==> config.mk <==
export PLATFORM = sky130hd
export DESIGN_NAME = back_forward_history_store_top
export DESIGN_NICKNAME = d
export VERILOG_FILES = /design/src/design/bfh_pkg.sv /design/src/design/back_forward_history_store_top.sv /design/src/design/bfh_ram.sv
export SDC_FILE = /design/constraint.sdc
export NUM_CORES = 2
export LEC_CHECK = 0
export BUFFER_PORTS_ARGS = -buffer_cell sky130_fd_sc_hd__buf_2
export CORE_MARGIN = 2
export CORE_UTILIZATION = 41
export CTS_CLUSTER_SIZE = 10
export DETAILED_ROUTE_END_ITERATION = 6
export PLACE_DENSITY = 0.62
export SLEW_MARGIN = 10
export SYNTH_ARGS = -nofsm -noshare
export SYNTH_HDL_FRONTEND = slang
export SYNTH_HIERARCHICAL = 1
export SYNTH_SLANG_ARGS = --single-unit
==> constraint.sdc <==
create_clock -name clk -period 6.8 [get_ports clk]
set_input_delay 1.36 -clock clk [delete_from_list [all_inputs] [get_ports clk]]
set_output_delay 1.36 -clock clk [all_outputs]
set_load 0.02 [all_outputs]
==> src/design/bfh_pkg.sv <==
`default_nettype none
package bfh_pkg;

    // request opcodes
    typedef enum logic [2:0] {
        OP_PREV   = 3'd0,
        OP_NEXT   = 3'd1,
        OP_RECORD = 3'd2,
        OP_SHIFT  = 3'd3,
        OP_MOVE   = 3'd4,
        OP_FORGET = 3'd5,
        OP_CLEAR  = 3'd6,
        OP_NOP    = 3'd7
    } opcode_t;

    // sequencer states
    typedef enum logic [2:0] {
        ST_IDLE,
        ST_PUSH,
        ST_POP_RD,
        ST_POP_WAIT,
        ST_PICK,
        ST_SWEEP,
        ST_DONE
    } state_t;

    // fixed field widths
    localparam int unsigned OPCODE_BITS = 3;
    localparam int unsigned STEP_BITS   = 17;
    localparam int unsigned LEN_BITS    = 16;
    localparam int unsigned DRAW_BITS   = 32;
    localparam int unsigned COUNT_BITS  = 5;

    // stack selectors
    localparam logic SEL_PAST   = 1'b0;
    localparam logic SEL_FUTURE = 1'b1;

endpackage
`default_nettype wire

==> src/design/back_forward_history_store_top.sv <==
`default_nettype none
// Back/forward history store: two bounded stacks (past, future) of track numbers held in
// one shared RAM as circular buffers, so a push onto a full stack just advances the oldest
// slot. Every request gives exactly one result. Shift range, move and forget walk both
// stacks entry by entry through one compare/add unit and the single RAM read port.
// One request is in work at a time; s_axis_tready is low until its result is registered.
module back_forward_history_store_top #(
    parameter int unsigned HISTORY_DEPTH = 20,
    parameter int unsigned TRACK_BITS    = 16
) (
    input  wire logic clk,
    input  wire logic rst_n,
    input  wire logic s_axis_tvalid,
    output logic      s_axis_tready,
    // opcode, track_a, track_b, step, list_len, random_draw, zero pad
    input  wire logic [((bfh_pkg::OPCODE_BITS + 2*TRACK_BITS + bfh_pkg::STEP_BITS
                         + bfh_pkg::LEN_BITS + bfh_pkg::DRAW_BITS + 7) / 8) * 8 - 1:0]
                      s_axis_tdata,
    output logic      m_axis_tvalid,
    input  wire logic m_axis_tready,
    // track, from_history, past_count, future_count, zero pad
    output logic [((TRACK_BITS + 1 + 2*bfh_pkg::COUNT_BITS + 7) / 8) * 8 - 1:0] m_axis_tdata
);

    localparam int unsigned T      = TRACK_BITS;
    localparam int unsigned D      = HISTORY_DEPTH;
    localparam int unsigned IW     = (D > 1) ? $clog2(D) : 1;
    localparam int unsigned CW     = $clog2(D + 1);
    localparam int unsigned AW     = $clog2(2 * D);
    localparam int unsigned SUMW   = ((T > bfh_pkg::STEP_BITS) ? T : bfh_pkg::STEP_BITS) + 2;
    localparam int unsigned OUT_RAW = T + 1 + 2 * bfh_pkg::COUNT_BITS;
    localparam int unsigned OUT_W   = ((OUT_RAW + 7) / 8) * 8;
    localparam int unsigned A_LO   = bfh_pkg::OPCODE_BITS;
    localparam int unsigned B_LO   = A_LO + T;
    localparam int unsigned S_LO   = B_LO + T;
    localparam int unsigned L_LO   = S_LO + bfh_pkg::STEP_BITS;
    localparam int unsigned R_LO   = L_LO + bfh_pkg::LEN_BITS;

    // wrap a sum of two slot indexes into the stack depth
    function automatic logic [IW-1:0] wrap_add(input logic [IW-1:0] x, input logic [IW-1:0] y);
        logic [IW:0] s;
        s = {1'b0, x} + {1'b0, y};
        if (s >= (IW+1)'(D))
        begin
            s = s - (IW+1)'(D);
        end
        return s[IW-1:0];
    endfunction

    // RAM address of a physical slot in one stack
    function automatic logic [AW-1:0] ram_addr(input logic sel, input logic [IW-1:0] slot);
        return AW'(slot) + (sel ? AW'(D) : AW'(0));
    endfunction

    bfh_pkg::state_t  state_reg, state_next;
    bfh_pkg::opcode_t op_reg, op_next;
    logic [T-1:0]     a_reg, a_next, b_reg, b_next;
    logic [bfh_pkg::STEP_BITS-1:0] step_reg, step_next;
    logic [bfh_pkg::LEN_BITS-1:0]  len_reg, len_next;
    logic [bfh_pkg::DRAW_BITS-1:0] draw_reg, draw_next;
    logic             sel_reg, sel_next;
    logic [IW-1:0]    base_reg [2];
    logic [IW-1:0]    base_next [2];
    logic [CW-1:0]    fill_reg [2];
    logic [CW-1:0]    fill_next [2];
    logic [CW-1:0]    rd_reg, rd_next, wr_reg, wr_next;
    logic [IW-1:0]    pidx_reg, pidx_next;
    logic             pend_reg, pend_next;
    logic [T-1:0]     track_reg, track_next;
    logic             hist_reg, hist_next;
    logic             ovalid_reg, ovalid_next;
    logic [OUT_W-1:0] odata_reg, odata_next;

    logic             ram_we;
    logic [AW-1:0]    ram_waddr, ram_raddr;
    logic [T-1:0]     ram_wdata, ram_rdata;

    logic             accept;
    logic [T-1:0]     entry;
    logic [SUMW-1:0]  shift_sum;
    logic             in_range;
    logic [T-1:0]     shifted;
    logic [47:0]      product;
    logic [IW-1:0]    cur_base, cur_fill_i;

    assign accept        = s_axis_tvalid && s_axis_tready;
    assign s_axis_tready = (state_reg == bfh_pkg::ST_IDLE);
    assign m_axis_tvalid = ovalid_reg;
    assign m_axis_tdata  = odata_reg;

    bfh_ram #(.WIDTH(T), .DEPTH(2 * D)) u_ram (
        .clk  (clk),
        .we   (ram_we),
        .waddr(ram_waddr),
        .wdata(ram_wdata),
        .raddr(ram_raddr),
        .rdata(ram_rdata)
    );

    // shared compare/add unit on the entry read back
    assign entry     = ram_rdata;
    assign in_range  = (entry >= a_reg) && (entry <= b_reg);
    assign shift_sum = SUMW'(entry)
                     + {{(SUMW - bfh_pkg::STEP_BITS){step_reg[bfh_pkg::STEP_BITS-1]}}, step_reg};
    always_comb
    begin
        if (shift_sum[SUMW-1])
        begin
            shifted = '0;
        end
        else if (shift_sum > SUMW'({T{1'b1}}))
        begin
            shifted = '1;
        end
        else
        begin
            shifted = shift_sum[T-1:0];
        end
    end

    // random fallback scaling
    assign product = 48'(draw_reg) * 48'(len_reg);

    assign cur_base   = base_reg[sel_reg];
    assign cur_fill_i = IW'(fill_reg[sel_reg]);

    // next state
    always_comb
    begin
        state_next = state_reg;
        unique case (state_reg)
            bfh_pkg::ST_IDLE:
            begin
                if (accept)
                begin
                    unique case (bfh_pkg::opcode_t'(s_axis_tdata[A_LO-1:0]))
                        bfh_pkg::OP_PREV, bfh_pkg::OP_NEXT, bfh_pkg::OP_RECORD:
                            state_next = bfh_pkg::ST_PUSH;
                        bfh_pkg::OP_SHIFT, bfh_pkg::OP_MOVE, bfh_pkg::OP_FORGET:
                            state_next = bfh_pkg::ST_SWEEP;
                        default:
                            state_next = bfh_pkg::ST_DONE;
                    endcase
                end
            end
            bfh_pkg::ST_PUSH:
            begin
                if (op_reg == bfh_pkg::OP_RECORD)
                begin
                    state_next = bfh_pkg::ST_DONE;
                end
                else if (fill_reg[~sel_reg] != '0)
                begin
                    state_next = bfh_pkg::ST_POP_RD;
                end
                else
                begin
                    state_next = bfh_pkg::ST_PICK;
                end
            end
            bfh_pkg::ST_POP_RD:   state_next = bfh_pkg::ST_POP_WAIT;
            bfh_pkg::ST_POP_WAIT: state_next = bfh_pkg::ST_DONE;
            bfh_pkg::ST_PICK:     state_next = bfh_pkg::ST_DONE;
            bfh_pkg::ST_SWEEP:
            begin
                if (rd_reg == fill_reg[sel_reg] && !pend_reg && sel_reg == bfh_pkg::SEL_FUTURE)
                begin
                    state_next = bfh_pkg::ST_DONE;
                end
            end
            bfh_pkg::ST_DONE:
            begin
                if (!ovalid_reg || m_axis_tready)
                begin
                    state_next = bfh_pkg::ST_IDLE;
                end
            end
            default: state_next = bfh_pkg::ST_IDLE;
        endcase
    end

    // datapath and outputs
    always_comb
    begin
        op_next      = op_reg;
        a_next       = a_reg;
        b_next       = b_reg;
        step_next    = step_reg;
        len_next     = len_reg;
        draw_next    = draw_reg;
        sel_next     = sel_reg;
        base_next[0] = base_reg[0];
        base_next[1] = base_reg[1];
        fill_next[0] = fill_reg[0];
        fill_next[1] = fill_reg[1];
        rd_next      = rd_reg;
        wr_next      = wr_reg;
        pidx_next    = pidx_reg;
        pend_next    = 1'b0;
        track_next   = track_reg;
        hist_next    = hist_reg;
        ovalid_next  = ovalid_reg;
        odata_next   = odata_reg;
        ram_we       = 1'b0;
        ram_waddr    = '0;
        ram_wdata    = '0;
        ram_raddr    = '0;

        if (ovalid_reg && m_axis_tready)
        begin
            ovalid_next = 1'b0;
        end

        unique case (state_reg)
            bfh_pkg::ST_IDLE:
            begin
                if (accept)
                begin
                    op_next    = bfh_pkg::opcode_t'(s_axis_tdata[A_LO-1:0]);
                    a_next     = s_axis_tdata[A_LO +: T];
                    b_next     = s_axis_tdata[B_LO +: T];
                    step_next  = s_axis_tdata[S_LO +: bfh_pkg::STEP_BITS];
                    len_next   = s_axis_tdata[L_LO +: bfh_pkg::LEN_BITS];
                    draw_next  = s_axis_tdata[R_LO +: bfh_pkg::DRAW_BITS];
                    track_next = '0;
                    hist_next  = 1'b0;
                    rd_next    = '0;
                    wr_next    = '0;
                    sel_next   = (bfh_pkg::opcode_t'(s_axis_tdata[A_LO-1:0]) == bfh_pkg::OP_PREV)
                               ? bfh_pkg::SEL_FUTURE : bfh_pkg::SEL_PAST;
                    if (bfh_pkg::opcode_t'(s_axis_tdata[A_LO-1:0]) == bfh_pkg::OP_CLEAR)
                    begin
                        fill_next[0] = '0;
                        fill_next[1] = '0;
                        base_next[0] = '0;
                        base_next[1] = '0;
                    end
                end
            end
            bfh_pkg::ST_PUSH:
            begin
                // write the pushed track; a full stack overwrites the oldest slot and advances the base
                ram_we    = 1'b1;
                ram_wdata = a_reg;
                if (fill_reg[sel_reg] >= CW'(D))
                begin
                    ram_waddr          = ram_addr(sel_reg, cur_base);
                    base_next[sel_reg] = wrap_add(cur_base, IW'(1));
                end
                else
                begin
                    ram_waddr          = ram_addr(sel_reg, wrap_add(cur_base, cur_fill_i));
                    fill_next[sel_reg] = fill_reg[sel_reg] + CW'(1);
                end
                sel_next = ~sel_reg;
            end
            bfh_pkg::ST_POP_RD:
            begin
                ram_raddr = ram_addr(sel_reg, wrap_add(cur_base, cur_fill_i - IW'(1)));
                fill_next[sel_reg] = fill_reg[sel_reg] - CW'(1);
            end
            bfh_pkg::ST_POP_WAIT:
            begin
                track_next = ram_rdata;
                hist_next  = 1'b1;
            end
            bfh_pkg::ST_PICK:
            begin
                track_next = T'(product[47:32]);
            end
            bfh_pkg::ST_SWEEP:
            begin
                // issue the next read
                if (rd_reg != fill_reg[sel_reg])
                begin
                    ram_raddr = ram_addr(sel_reg, wrap_add(cur_base, IW'(rd_reg)));
                    pidx_next = IW'(rd_reg);
                    rd_next   = rd_reg + CW'(1);
                    pend_next = 1'b1;
                end
                // handle the entry read last cycle
                if (pend_reg)
                begin
                    case (op_reg)
                        bfh_pkg::OP_SHIFT:
                        begin
                            ram_we    = in_range;
                            ram_waddr = ram_addr(sel_reg, wrap_add(cur_base, pidx_reg));
                            ram_wdata = shifted;
                        end
                        bfh_pkg::OP_MOVE:
                        begin
                            ram_we    = (entry == a_reg);
                            ram_waddr = ram_addr(sel_reg, wrap_add(cur_base, pidx_reg));
                            ram_wdata = b_reg;
                        end
                        default:
                        begin
                            ram_we    = (entry != a_reg);
                            ram_waddr = ram_addr(sel_reg, wrap_add(cur_base, IW'(wr_reg)));
                            ram_wdata = entry;
                            if (entry != a_reg)
                            begin
                                wr_next = wr_reg + CW'(1);
                            end
                        end
                    endcase
                end
                // end of one stack
                if (rd_reg == fill_reg[sel_reg] && !pend_reg)
                begin
                    if (op_reg == bfh_pkg::OP_FORGET)
                    begin
                        fill_next[sel_reg] = wr_reg;
                    end
                    sel_next = bfh_pkg::SEL_FUTURE;
                    rd_next  = '0;
                    wr_next  = '0;
                end
            end
            bfh_pkg::ST_DONE:
            begin
                if (!ovalid_reg || m_axis_tready)
                begin
                    ovalid_next = 1'b1;
                    odata_next  = OUT_W'({bfh_pkg::COUNT_BITS'(fill_reg[1]),
                                          bfh_pkg::COUNT_BITS'(fill_reg[0]),
                                          hist_reg, track_reg});
                end
            end
            default:
            begin
                ovalid_next = ovalid_reg;
            end
        endcase
    end

    // control registers
    always_ff @(posedge clk or negedge rst_n)
    begin
        if (!rst_n)
        begin
            state_reg   <= bfh_pkg::ST_IDLE;
            base_reg[0] <= '0;
            base_reg[1] <= '0;
            fill_reg[0] <= '0;
            fill_reg[1] <= '0;
            pend_reg    <= 1'b0;
            ovalid_reg  <= 1'b0;
        end
        else
        begin
            state_reg   <= state_next;
            base_reg[0] <= base_next[0];
            base_reg[1] <= base_next[1];
            fill_reg[0] <= fill_next[0];
            fill_reg[1] <= fill_next[1];
            pend_reg    <= pend_next;
            ovalid_reg  <= ovalid_next;
        end
    end

    // payload registers
    always_ff @(posedge clk)
    begin
        op_reg    <= op_next;
        a_reg     <= a_next;
        b_reg     <= b_next;
        step_reg  <= step_next;
        len_reg   <= len_next;
        draw_reg  <= draw_next;
        sel_reg   <= sel_next;
        rd_reg    <= rd_next;
        wr_reg    <= wr_next;
        pidx_reg  <= pidx_next;
        track_reg <= track_next;
        hist_reg  <= hist_next;
        odata_reg <= odata_next;
    end

`ifndef SYNTHESIS
    // fill counts never pass the depth
    assert property (@(posedge clk) disable iff (!rst_n) fill_reg[0] <= CW'(D))
        else $error("past fill over depth");
    assert property (@(posedge clk) disable iff (!rst_n) fill_reg[1] <= CW'(D))
        else $error("future fill over depth");
    // a pending read only exists during a sweep
    assert property (@(posedge clk) disable iff (!rst_n)
        pend_reg |-> (state_reg == bfh_pkg::ST_SWEEP))
        else $error("stray pending read");
    // forget compaction never writes ahead of the read pointer
    assert property (@(posedge clk) disable iff (!rst_n)
        (state_reg == bfh_pkg::ST_SWEEP) |-> (wr_reg <= rd_reg))
        else $error("compaction overtook reads");
`endif

endmodule
`default_nettype wire

==> src/design/bfh_ram.sv <==
`default_nettype none
module bfh_ram #(
    parameter int unsigned WIDTH = 16,
    parameter int unsigned DEPTH = 40
) (
    input  wire logic                     clk,
    input  wire logic                     we,
    input  wire logic [$clog2(DEPTH)-1:0] waddr,
    input  wire logic [WIDTH-1:0]         wdata,
    input  wire logic [$clog2(DEPTH)-1:0] raddr,
    output logic      [WIDTH-1:0]         rdata
);

    logic [WIDTH-1:0] mem [DEPTH];

    // one write port, registered read port
    always_ff @(posedge clk)
    begin
        if (we)
        begin
            mem[waddr] <= wdata;
        end
        rdata <= mem[raddr];
    end

endmodule
`default_nettype wire

==> After elaboration in Yosys (flattened, before gate mapping) <==
Memory sizes are Yosys's and may differ from the RTL's. A register that Yosys moved wholly into a read port is not among the register bits.
Cells that the tools add are included.
{ "word_totals": {"ff_bits": 185, "ramBits": 640, "input_bits": 108, "out_inout_bits": 34, "word_cells": 220, "memories": 1} }
{ "mem_list": {"columns": ["memory", "depth", "word_bits", "read_ports", "rd_clocked_by_memory_dff", "wr", "line_no", "text"], "rows": [
  ["u_ram.mem", 40, 16, 1, 1, 1, "bfh_ram.sv:14", "logic [WIDTH-1:0] mem [DEPTH];"]
]} }
{ "classes": {"add_sub_neg": 24, "multipliers": 1, "magnitude_cmp": 13, "n_eq_ne": 32, "n_mux": 91, "n_bitwise": 3, "reduce_logical": 35} }
{ "ops": {"columns": ["op", "n"], "rows": [
  ["5-bit two-way mux", 40],
  ["16-bit two-way mux", 4],
  ["16-bit one-hot mux with 2 select lines", 2],
  ["10-bit two-way mux", 6],
  ["32-bit by 16-bit multiplier with 48-bit output", 1],
  ["16-bit one-hot mux with 3 select lines", 1],
  ["10-bit bitwise mux", 4],
  ["10-bit one-hot mux with 4 select lines", 1],
  ["5-bit by 5-bit adder with 6-bit output", 6],
  ["5-bit by 6-bit adder with 6-bit output", 6],
  ["6-bit by 5-bit >= comparator with 1-bit output (second input constant)", 6],
  ["6-bit one-hot mux with 2 select lines", 3],
  ["5-bit subtractor (second input constant)", 6],
  ["3-bit equality test (second input constant)", 8],
  ["10-bit one-hot mux with 2 select lines", 1],
  ["5-bit one-hot mux with 2 select lines", 2],
  ["19-bit by 16-bit greater-than comparator with 1-bit output (second input constant)", 1],
  ["17-bit by 17-bit adder with 18-bit output", 1],
  ["3-bit by 2-bit equality test with 1-bit output (second input constant)", 6],
  ["6-bit two-way mux", 3],
  ["3-bit one-hot mux with 6 select lines", 1],
  ["16-bit equality test", 1],
  ["16-bit >= comparator", 1],
  ["16-bit less-or-equal comparator", 1],
  ["37 further kinds", 87]
]} }

==> Depth between registers and ports, before layout <==
{ "logic_depth": {"word_depth": 14, "mapped_depth": 24, "depth_no_buf": 22} }

==> Hierarchy <==
The synthesis kept the hierarchy.
{ "by_module_without_submodules": {"columns": ["module", "instances", "cells_per_inst", "area_each_um2"], "rows": [
  ["back_forward_history_store_top", 1, 2713, 26410.3],
  ["bfh_ram", 1, 1318, 25598.3]
]} }

==> Worst setup path after synthesis <==
Ideal clock, no wire load.
{ "synth_timing": {"kind": "reg-to-reg", "start": "register draw_reg[17] (netlist bit)", "end": "register track_reg[7], data pin", "setup_ns": 0.264, "arrival_time_ns": 5.953, "required_time_ns": 6.536, "slack_ns": 0.583, "stages_incl_launch_ff": 21, "n_path_buf": 1, "period_less_slack_ns": 6.217, "path_cell_list": "edfxtp_1 > clkbuf_1 > nand2_1 > fa_1 > inv_1 > fa_1 > fa_1 > fa_1 > fa_1 > inv_1 > fa_1 > inv_1 > ha_1 > nand4_2 > or3_1 > or4_1 > o32a_2 > and3_1 > o31ai_2 > xnor2_1 > o21ai_1"} }
{ "synth_via": {"elab_chain_len": 2} }
{ "synth_lines": {"columns": ["element", "line_no", "text"], "rows": [
  ["start: declaration", "back_forward_history_store_top.sv:60", "logic [bfh_pkg::DRAW_BITS-1:0] draw_reg, draw_next;"],
  ["start signal: assignment", "back_forward_history_store_top.sv:371", "draw_reg <= draw_next;"],
  ["32-bit by 16-bit multiplier with 48-bit output", "back_forward_history_store_top.sv:122", "assign product = 48'(draw_reg) * 48'(len_reg);"],
  ["16-bit one-hot mux with 3 select lines", "back_forward_history_store_top.sv:214", "unique case (state_reg)"],
  ["end signal: assignment", "back_forward_history_store_top.sv:376", "track_reg <= track_next;"],
  ["end: declaration", "back_forward_history_store_top.sv:69", "logic [T-1:0] track_reg, track_next;"]
]} }
Every way passes these cells.
A chain may end at the register's enable or synchronous reset.

==> Worst setup path in the final report <==
{ "layout_timing": {"start": "register draw_reg[5] (netlist bit)", "end": "register track_reg[7], data pin"} }
The elaborated chain is that of the path after synthesis.

==> results_tabular.tex <==
\begin{tabular}{lr}
\hline
Metric & Value \\
\hline
\multicolumn{2}{l}{\textbf{Run status}} \\
Status & finished, final reports clean \\
\multicolumn{2}{l}{\textbf{Floorplan}} \\
Total die area & 130,000 µm² \\
I/O pin total & 142 \\
Core outline area & around 130,000 µm² \\
Starting utilization of the core area & 0.414 \\
Die Span Y & 360 µm \\
Std-Cell Rows & 130 \\
Die extent in x & 360 µm \\
\multicolumn{2}{l}{\textbf{Cells and area}} \\
Filler cell count in the final layout & 11,200 \\
Net count of the finished layout & around 5,000 \\
Share of final-layout standard cells stronger than drive strength 1 & 0.139 \\
Layout Cells excl Fill & 5,955 \\
Number of flip-flops in the largest register & between 600 and 700 \\
Commonest cells after routing, fill and taps aside & sky130\_fd\_sc\_hd\_\_edfxtp\_1, sky130\_fd\_sc\_hd\_\_inv\_1, sky130\_fd\_sc\_hd\_\_fa\_1, sky130\_fd\_sc\_hd\_\_nand2\_1, sky130\_fd\_sc\_hd\_\_mux2i\_1 \\
Commonest non-fill, non-tap cell in the layout & sky130\_fd\_sc\_hd\_\_edfxtp\_1 \\
Area growth syn-to-layout & 12.8\% \\
\multicolumn{2}{l}{\textbf{Critical path}} \\
Cell depth of the worst flop-to-flop path & 18 \\
Critical-path maximum fanout & 8 \\
Worst EP required & 7.22 ns \\
Worst Setup Path Type & reg2reg \\
Source of the worst register-to-register timing path & draw\_reg[5] \\
Arrival @ worst endpoint & 7.01 ns \\
Startpoint type of the worst setup path & register \\
Crit Reg-Reg Endpoint & track\_reg[7] \\
Reg2Reg Setup Slack & 0.21 ns \\
Critical Path Sink Type & register \\
\multicolumn{2}{l}{\textbf{Yosys}} \\
Synthesized area per cell & 12.9 µm² \\
Yosys warns & 6 \\
Synth top area cells & sky130\_fd\_sc\_hd\_\_edfxtp\_1, sky130\_fd\_sc\_hd\_\_fa\_1, sky130\_fd\_sc\_hd\_\_ha\_1, sky130\_fd\_sc\_hd\_\_mux2i\_1, sky130\_fd\_sc\_hd\_\_inv\_1 \\
Post-synth ARST share & 0.0297 \\
Share of Yosys cell area claimed by the top area cell type & 0.462 \\
Sequential element share of the synthesized area & 0.480 \\
Post-synth design cell area & 52,000 µm² \\
Cell taking the most area after synthesis & sky130\_fd\_sc\_hd\_\_edfxtp\_1 \\
Seq cells post-synth & between 800 and 900 \\
Number of enable-type register cells in the synthesized netlist & 800 \\
Most used flip-flop cell after synthesis & sky130\_fd\_sc\_hd\_\_edfxtp\_1 \\
Gate count of the mapped netlist & approximately 4,000 \\
Cell variety after synth & slightly below 90 \\
\multicolumn{2}{l}{\textbf{Clock network}} \\
Maximum clock insertion buffer count & 3 \\
Root buf cell & sky130\_fd\_sc\_hd\_\_clkbuf\_16 \\
CTS H-tree depth & 3 \\
CTS tree & yes \\
Clock latency on the worst-skew pair & 0.72 ns \\
Reg clk slew, reported paths & roughly 0.050 ns \\
Hold buffer count at cts & 0 \\
Number of buffers added by the clock tree synthesis step & 99 \\
Sinks on the clock net & $\sim$840 \\
\multicolumn{2}{l}{\textbf{Global routing}} \\
Global-route congestion overflow total & 0 \\
Wire length of the first global-routing pass & 201,000 µm \\
Number of global-route vias before repair & 32,700 \\
Initial antenna violation count & 5 \\
Largest net degree at the start of global routing & 57 \\
Total routing usage reported by global routing & 0.202 \\
\multicolumn{2}{l}{\textbf{Min path}} \\
Min-Delay Endpoint & m\_axis\_tdata[15] \\
Worst hold path type & reg2reg \\
Start point of the worst hold path & track\_reg[15] \\
Number of cells on the worst hold path & 0 \\
\multicolumn{2}{l}{\textbf{STA}} \\
Final-report max-slew violation count & 0 \\
Relative slew margins & 0.209 \\
Highest clock rate & 152 MHz \\
Setup total negative slack & 0 ns \\
Period minus WS final & 6.59 ns \\
Tightest Pin Transition & 1.17 ns \\
Number of setup violations in the final report & 0 \\
Fin. Hold Viols & 0 \\
Share of the cycle needed by the critical path after routing & 0.970 \\
Final setup skew & 0.0498 ns \\
\multicolumn{2}{l}{\textbf{Drt}} \\
DR iter-0 viols & 2,767 \\
DRC violations left & 0 \\
Count of vias placed by the detailed router & 32,100 \\
Remaining number of nets flagged by the antenna check after routing & 0 \\
Total routed wirelength & 130,000 µm \\
DRT Pass-1 Iters & 6 \\
Average detailed-routed wire length per instance & 21.8 µm \\
Number of vias per cell after detailed routing & about 5.4 \\
\multicolumn{2}{l}{\textbf{Placed design}} \\
Count of input and output buffers & 132 \\
Gpl congestion & 0.916 \\
Placed cell count & approximately 5,800 \\
DP Wirelength & 89,900 µm \\
\multicolumn{2}{l}{\textbf{Run}} \\
Number of maximum-capacitance constraint violations & 0 \\
\hline
\end{tabular}
synthesized netlist by cell type, drive strengths merged (18+ instances only):
cell    number
edfxtp     800
inv        504
fa         423
nand2      375
mux2i      273
and2       258
ha         224
clkbuf     127
a21oi      121
nor2       105
o21ai       94
a22oi       82
buf         68
xnor2       49
a22o        44
a221oi      34
mux4        32
nand3       29
a21o        26
dfrtp       25
o22ai       24
mux2        22
xor2        22
nor3        19
o41ai       18
per-layer routing:
layer,share of wire,global-route usage,wire [µm],vias up
met5,0.000069,0,9,-
met4,0.022,0.0508,2850,2
met3,0.066,0.0310,8580,168
met2,0.46,0.310,59300,1018
met1,0.45,0.301,59000,16400
li1,-,-,-,14500
area by class of cell:
class,instances,area [µm²],share of cell area
Sequential cell,841,25000,0.426
Multi-Input combinational cell,2492,24500,0.418
Clock buffer,129,2610,0.0445
Timing Repair Buffer,320,2330,0.0398
Tap cell,1650,2060,0.0352
Inverter,505,1900,0.0324
Clock inverter,17,277,0.00471
Antenna cell,1,2.50,0.0000427
how the worst max path moves through the flow:
stage,startpoint,endpoint
6_report,draw_reg[5],track_reg[7]
4_1_cts,draw_reg[15],track_reg[9]
3_5_place_dp,draw_reg[15],track_reg[9]
5_1_grt,len_reg[6],track_reg[14]
2_1_floorplan,draw_reg[17],track_reg[7]
3_3_place_gp,draw_reg[15],track_reg[9]
cell families after synthesis:
family / after synthesis / share of synthesized area
xor+xnor: 71 / 0.0120
flops: 841 / 0.480
simple gates: 884 / 0.0839
fa+ha+maj: 647 / 0.217
compound gates: 558 / 0.0779
mux: 327 / 0.0718
other cells: 1 / 0.0000721
buf+inv: 702 / 0.0575
critical path, stage by stage, from the launching register on:
cell and delay (ns):
sky130_fd_sc_hd__edfxtp_1 0.56, sky130_fd_sc_hd__and2_1 0.26, sky130_fd_sc_hd__fa_1 0.51, sky130_fd_sc_hd__fa_1 0.52, sky130_fd_sc_hd__fa_1 0.60, sky130_fd_sc_hd__fa_2 0.48, sky130_fd_sc_hd__fa_1 0.55, sky130_fd_sc_hd__inv_1 0.06
sky130_fd_sc_hd__fa_1 0.54, sky130_fd_sc_hd__inv_1 0.05, sky130_fd_sc_hd__ha_1 0.31, sky130_fd_sc_hd__nand4_1 0.17, sky130_fd_sc_hd__or3_4 0.37, sky130_fd_sc_hd__or4_1 0.40, sky130_fd_sc_hd__o32a_2 0.23, sky130_fd_sc_hd__and3_1 0.20
sky130_fd_sc_hd__o31ai_2 0.20, sky130_fd_sc_hd__xnor2_1 0.22, sky130_fd_sc_hd__o21ai_1 0.11
metrics by stage:
stage	setup slack, ns	hold WS [ns]	util	instance area (µm²)
floorplan	0.583	0.400	-	52000
global placement	0.131	0.453	0.442	55500
detailed placement	0.111	0.442	0.442	55500
CTS	0.0711	0.456	0.465	58400
global route	-0.00441	0.473	0.466	58700
finish	0.207	0.440	0.466	58700
timing repair:
item                                    in CTS  in global routing
buffers inserted                             0                 12
resized for setup                            0                 18
endpoints found under the setup margin       0                 37
Power is not shown: default switching activity piles up to over one toggle a cycle in this logic, so the estimate is an artifact.
